==> src/sv/tcpmq_ptr_table.sv <==
// ============================================================================
// tcpmq_ptr_table
// Per-queue head and count memory for both classes, with registered read
// and one valid bit per queue so that an unwritten queue reads as empty.
// ============================================================================
module tcpmq_ptr_table #(
    parameter int QA_W  = 5,
    parameter int HD_W  = 3,
    parameter int CNT_W = 4,
    parameter int DEPTH = 32
) (
    input  logic             i_clk,
    input  logic             i_rst_n,
    input  logic             i_rd_en,
    input  logic [QA_W-1:0]  i_rd_idx,
    output logic [HD_W-1:0]  o_u_head,
    output logic [CNT_W-1:0] o_u_cnt,
    output logic [HD_W-1:0]  o_r_head,
    output logic [CNT_W-1:0] o_r_cnt,
    input  logic             i_wr_en,
    input  logic [QA_W-1:0]  i_wr_idx,
    input  logic [HD_W-1:0]  i_u_head,
    input  logic [CNT_W-1:0] i_u_cnt,
    input  logic [HD_W-1:0]  i_r_head,
    input  logic [CNT_W-1:0] i_r_cnt
);

    localparam int REC_W = 2 * (HD_W + CNT_W);

    logic [REC_W-1:0] r_mem [DEPTH];
    logic [DEPTH-1:0] r_vld;
    logic [REC_W-1:0] r_rd_data;
    logic             r_rd_vld;
    logic [REC_W-1:0] rd_rec;

    always_ff @(posedge i_clk) begin
        if (i_wr_en) begin
            r_mem[i_wr_idx] <= {i_u_head, i_u_cnt, i_r_head, i_r_cnt};
        end
        if (i_rd_en) begin
            r_rd_data <= r_mem[i_rd_idx];
        end
    end

    always_ff @(posedge i_clk) begin
        if (!i_rst_n) begin
            r_vld    <= '0;
            r_rd_vld <= 1'b0;
        end else begin
            if (i_wr_en) begin
                r_vld[i_wr_idx] <= 1'b1;
            end
            if (i_rd_en) begin
                r_rd_vld <= r_vld[i_rd_idx];
            end
        end
    end

    // A queue that was never written holds zero heads and counts.
    assign rd_rec = r_rd_vld ? r_rd_data : '0;
    assign {o_u_head, o_u_cnt, o_r_head, o_r_cnt} = rd_rec;

endmodule

==> config.mk <==
export PLATFORM = sky130hd
export DESIGN_NAME = tcpmq_ptr_table
export DESIGN_NICKNAME = d
export VERILOG_FILES = /design/src/sv/tcpmq_ptr_table.sv
export SDC_FILE = /design/constraint.sdc
export NUM_CORES = 1
export LEC_CHECK = 0
export ABC_AREA = 0
export ABC_CLOCK_PERIOD_IN_PS = 3000
export BUFFER_PORTS_ARGS = -buffer_cell sky130_fd_sc_hd__buf_2
export CELL_PAD_IN_SITES_DETAIL_PLACEMENT = 0
export CELL_PAD_IN_SITES_GLOBAL_PLACEMENT = 2
export CORE_ASPECT_RATIO = 0.9
export CORE_MARGIN = 5
export CORE_UTILIZATION = 45
export CTS_BUF_LIST = sky130_fd_sc_hd__clkbuf_2 sky130_fd_sc_hd__clkbuf_4 sky130_fd_sc_hd__clkbuf_8
export CTS_CLUSTER_DIAMETER = 30
export CTS_CLUSTER_SIZE = 28
export DETAILED_ROUTE_END_ITERATION = 10
export PLACE_DENSITY = 0.83
export SYNTH_ARGS = -nofsm -noshare
export SYNTH_HDL_FRONTEND = slang
export SYNTH_SLANG_ARGS = --single-unit
export TNS_END_PERCENT = 30
==> constraint.sdc <==
create_clock -name i_clk -period 3 [get_ports i_clk]
set_input_delay 0.45 -clock i_clk [delete_from_list [all_inputs] [get_ports i_clk]]
set_output_delay 0.45 -clock i_clk [all_outputs]
set_load 0.02 [all_outputs]
==> impl_metrics.env <==
export IMPL_final_max_slew_viol_count=0
export IMPL_core_sq_um=41700
export IMPL_syn2layout_area_growth_pct=16.1
export IMPL_final_cell_mix="edfxtp_1 (462), mux4_2 (140), clkbuf_8 (84), buf_2 (39), buf_4 (39)"
export IMPL_hold_viol=0
export IMPL_grt_setup_unrepaired="false"
export IMPL_die_h_microns=204
export IMPL_fin_skew_ns=0.0404
export IMPL_slew_headroom=0.559
export IMPL_drc=0
export IMPL_grt_pass1_wl_microns=63000
export IMPL_syn_nets=851
export IMPL_grt_max_degree=34
export IMPL_worst_slack_ns=0.729
export IMPL_critPathBufInv=1
export IMPL_crit_chain="and2_1 -> buf_2"
export IMPL_clock_sinks=495
export IMPL_final_nets=983
export IMPL_cts_resized_gates=0
export IMPL_path_max_fanout=15
export IMPL_cts_buffers=82
export IMPL_track_usage=0.189
export IMPL_fmax_ghz=0.440
export IMPL_yosysUniqueCellTypes=26
export IMPL_cap_violations=0
export IMPL_htree_levels=3
export IMPL_synth_simple_gate_area_frac=0.0199
export IMPL_hp_class="input port to register"
export IMPL_via_per_inst=5.76
export IMPL_cp_top_family="flip-flops"
export IMPL_cp_required_ns=2.55
export IMPL_vdd_drop_max_mv=0.379
export IMPL_seq_area_frac_synth=0.770
export IMPL_num_fill_cells=3138
export IMPL_crit_path_start_kind="register"
export IMPL_dp_hpwl_microns=23700
export IMPL_synth_top_family_by_area="multiplexers"
export IMPL_end_kind="output pin"
export IMPL_io_buffers=41
export IMPL_initial_core_util=0.453
export IMPL_clk_latency_ns=0.62
export IMPL_first_pass_iters=5
export IMPL_worstSetupPathType="register to output pin"
export IMPL_cts_tree="built"
export IMPL_dieArea_sq_um=46100
export IMPL_rows=71
export IMPL_die_w_microns=226
export IMPL_antenna_found_initial=2
export IMPL_wl_per_cell_microns=27.2
export IMPL_drt_total_wl_microns=42600
export IMPL_final_setup_tns_ns=0
export IMPL_drt_iter0_markers=1207
export IMPL_layout_commonest_cell="edfxtp_1"
export IMPL_grt_overflow=0
export IMPL_yosys_area_share_adder=0
export IMPL_critPathMaxStageDelay_ns=0.74
export IMPL_muxShareOfSynthArea=0.184
export IMPL_status="finished, final reports clean"
export IMPL_worst_slew_pin_slew_ns=0.661
export IMPL_dp_slack_ns=0.292
export IMPL_cts_root_buf="clkbuf_8"
export IMPL_postRouteAntennaNets=0
export IMPL_synth_compound_area_frac=0.0161
export IMPL_crit_slowest_cell="dfxtp_1"
export IMPL_power_density_nw_per_um2=682
export IMPL_gp_congestion=0.741
export IMPL_postCtsSetupRepairBufs=0
export IMPL_ys_warn_count=0
export IMPL_arrival_ns=1.82
export IMPL_synth_xor_area_share=0
export IMPL_cts_hold_buf=0
export IMPL_p_leak_nw=7.07
export IMPL_utilization=0.526
export IMPL_postSynthAreaPerCell_sq_um=22.9
export IMPL_synth_cells=823
export IMPL_num_vias=9034
export IMPL_diodes=0
export IMPL_io_pin_count=42
export IMPL_max_clock_path_buffers=3
export IMPL_fin_crit_sh=0.757
export IMPL_grt_pass1_vias=9374
export IMPL_path_clk_slew_ns=0.07
export IMPL_syn_area_sq_um=18900
export IMPL_setup_viol=0
export IMPL_layout_min_cycle_time_ns=2.27
export IMPL_synth_seq_cells=495
export IMPL_layout_drive_gt1_share=0.377
## Yosys cell counts
| cell type | instances | share of area |
|---|---|---|
| edfxtp_1 | 462 | 0.74 |
| mux4_2 | 140 | 0.17 |
| nor2_1 | 34 | 0.0068 |
| dfxtp_1 | 33 | 0.035 |
| o21a_1 | 32 | 0.013 |
| clkbuf_1 | 18 | 0.0036 |
| mux2i_1 | 16 | 0.0085 |
| and2_1 | 15 | 0.0050 |
| buf_2 | 14 | 0.0037 |
| mux2_2 | 14 | 0.0084 |
| buf_1 | 7 | 0.0014 |
| nand2_1 | 6 | 0.0012 |
| nand3_1 | 6 | 0.0016 |
| nand3b_1 | 5 | 0.0020 |
| a22oi_1 | 4 | 0.0016 |
| a21oi_1 | 3 | 0.00080 |
| or3b_2 | 3 | 0.0014 |
| nand2b_1 | 2 | 0.00066 |
| nor2b_1 | 2 | 0.00066 |
| a211oi_1 | 1 | 0.00040 |
| a31oi_1 | 1 | 0.00033 |
| and3_1 | 1 | 0.00033 |
| buf_4 | 1 | 0.00040 |
| buf_6 | 1 | 0.00060 |
| o21ai_0 | 1 | 0.00027 |
| or3_1 | 1 | 0.00033 |
## power by group
group	internal [mW]	switching (mW)
logic	0.317	0.381
clock network	3.66	2.89
registers	7.65	0.0425
total	11.6	3.31
## state kept, by name, summed over array words and instances, names as in the netlist
| name | cells |
|---|---|
| r_mem | 448 |
| r_rd_data | 14 |
| r_vld | 32 |
| r_rd_vld | 1 |
## area by class of cell
class                           instances  area, sq um  share of cell area
Multi-Input combinational cell        287         4150               0.189
Clock inverter                         60          648              0.0296
Clock buffer                           90         1190              0.0545
Tap cell                              547          684              0.0312
Timing Repair Buffer                   89          702              0.0320
Sequential cell                       495        14500               0.663
## per-layer routing
metal	wire length, microns	part of all wire	vias to the layer above	GRT usage
met2	20200	0.47	432	0.286
met3	3760	0.088	59	0.0381
met5	20	0.00047	-	0
met1	17800	0.42	4777	0.285
li1	-	-	3764	-
met4	788	0.018	2	0.0495
## worst paths after layout
kind         depth (start not counted)  slack [ns]    startpoint       endpoint
max                                  2        0.73      r_rd_vld     o_u_cnt[1]
min                                  1        0.33   i_u_head[2]  r_mem[15][13]
max reg2reg                          3        1.06  r_mem[10][4]   r_rd_data[4]
min reg2reg                          1        0.46     r_vld[12]      r_vld[12]
## metrics by stage
step	hold slack (ns)	total power, mW	area [sq um]	instances
after floorplan	0.440	8.24	18900	823
after global placement	0.446	8.53	20100	1418
final	0.332	14.9	21900	1568
after CTS	0.298	15.1	21900	1568
after global routing	0.320	15.5	21900	1568
after detailed placement	0.452	8.55	20100	1418
## cells by family after synthesis
logic type | after synthesis
flip-flops | 495
multiplexers | 170
AND/OR/NAND/NOR | 75
AO/OA/AOI/OAI | 42
buffers and inverters | 41
Note: power is estimated with default switching activity, not from simulation.
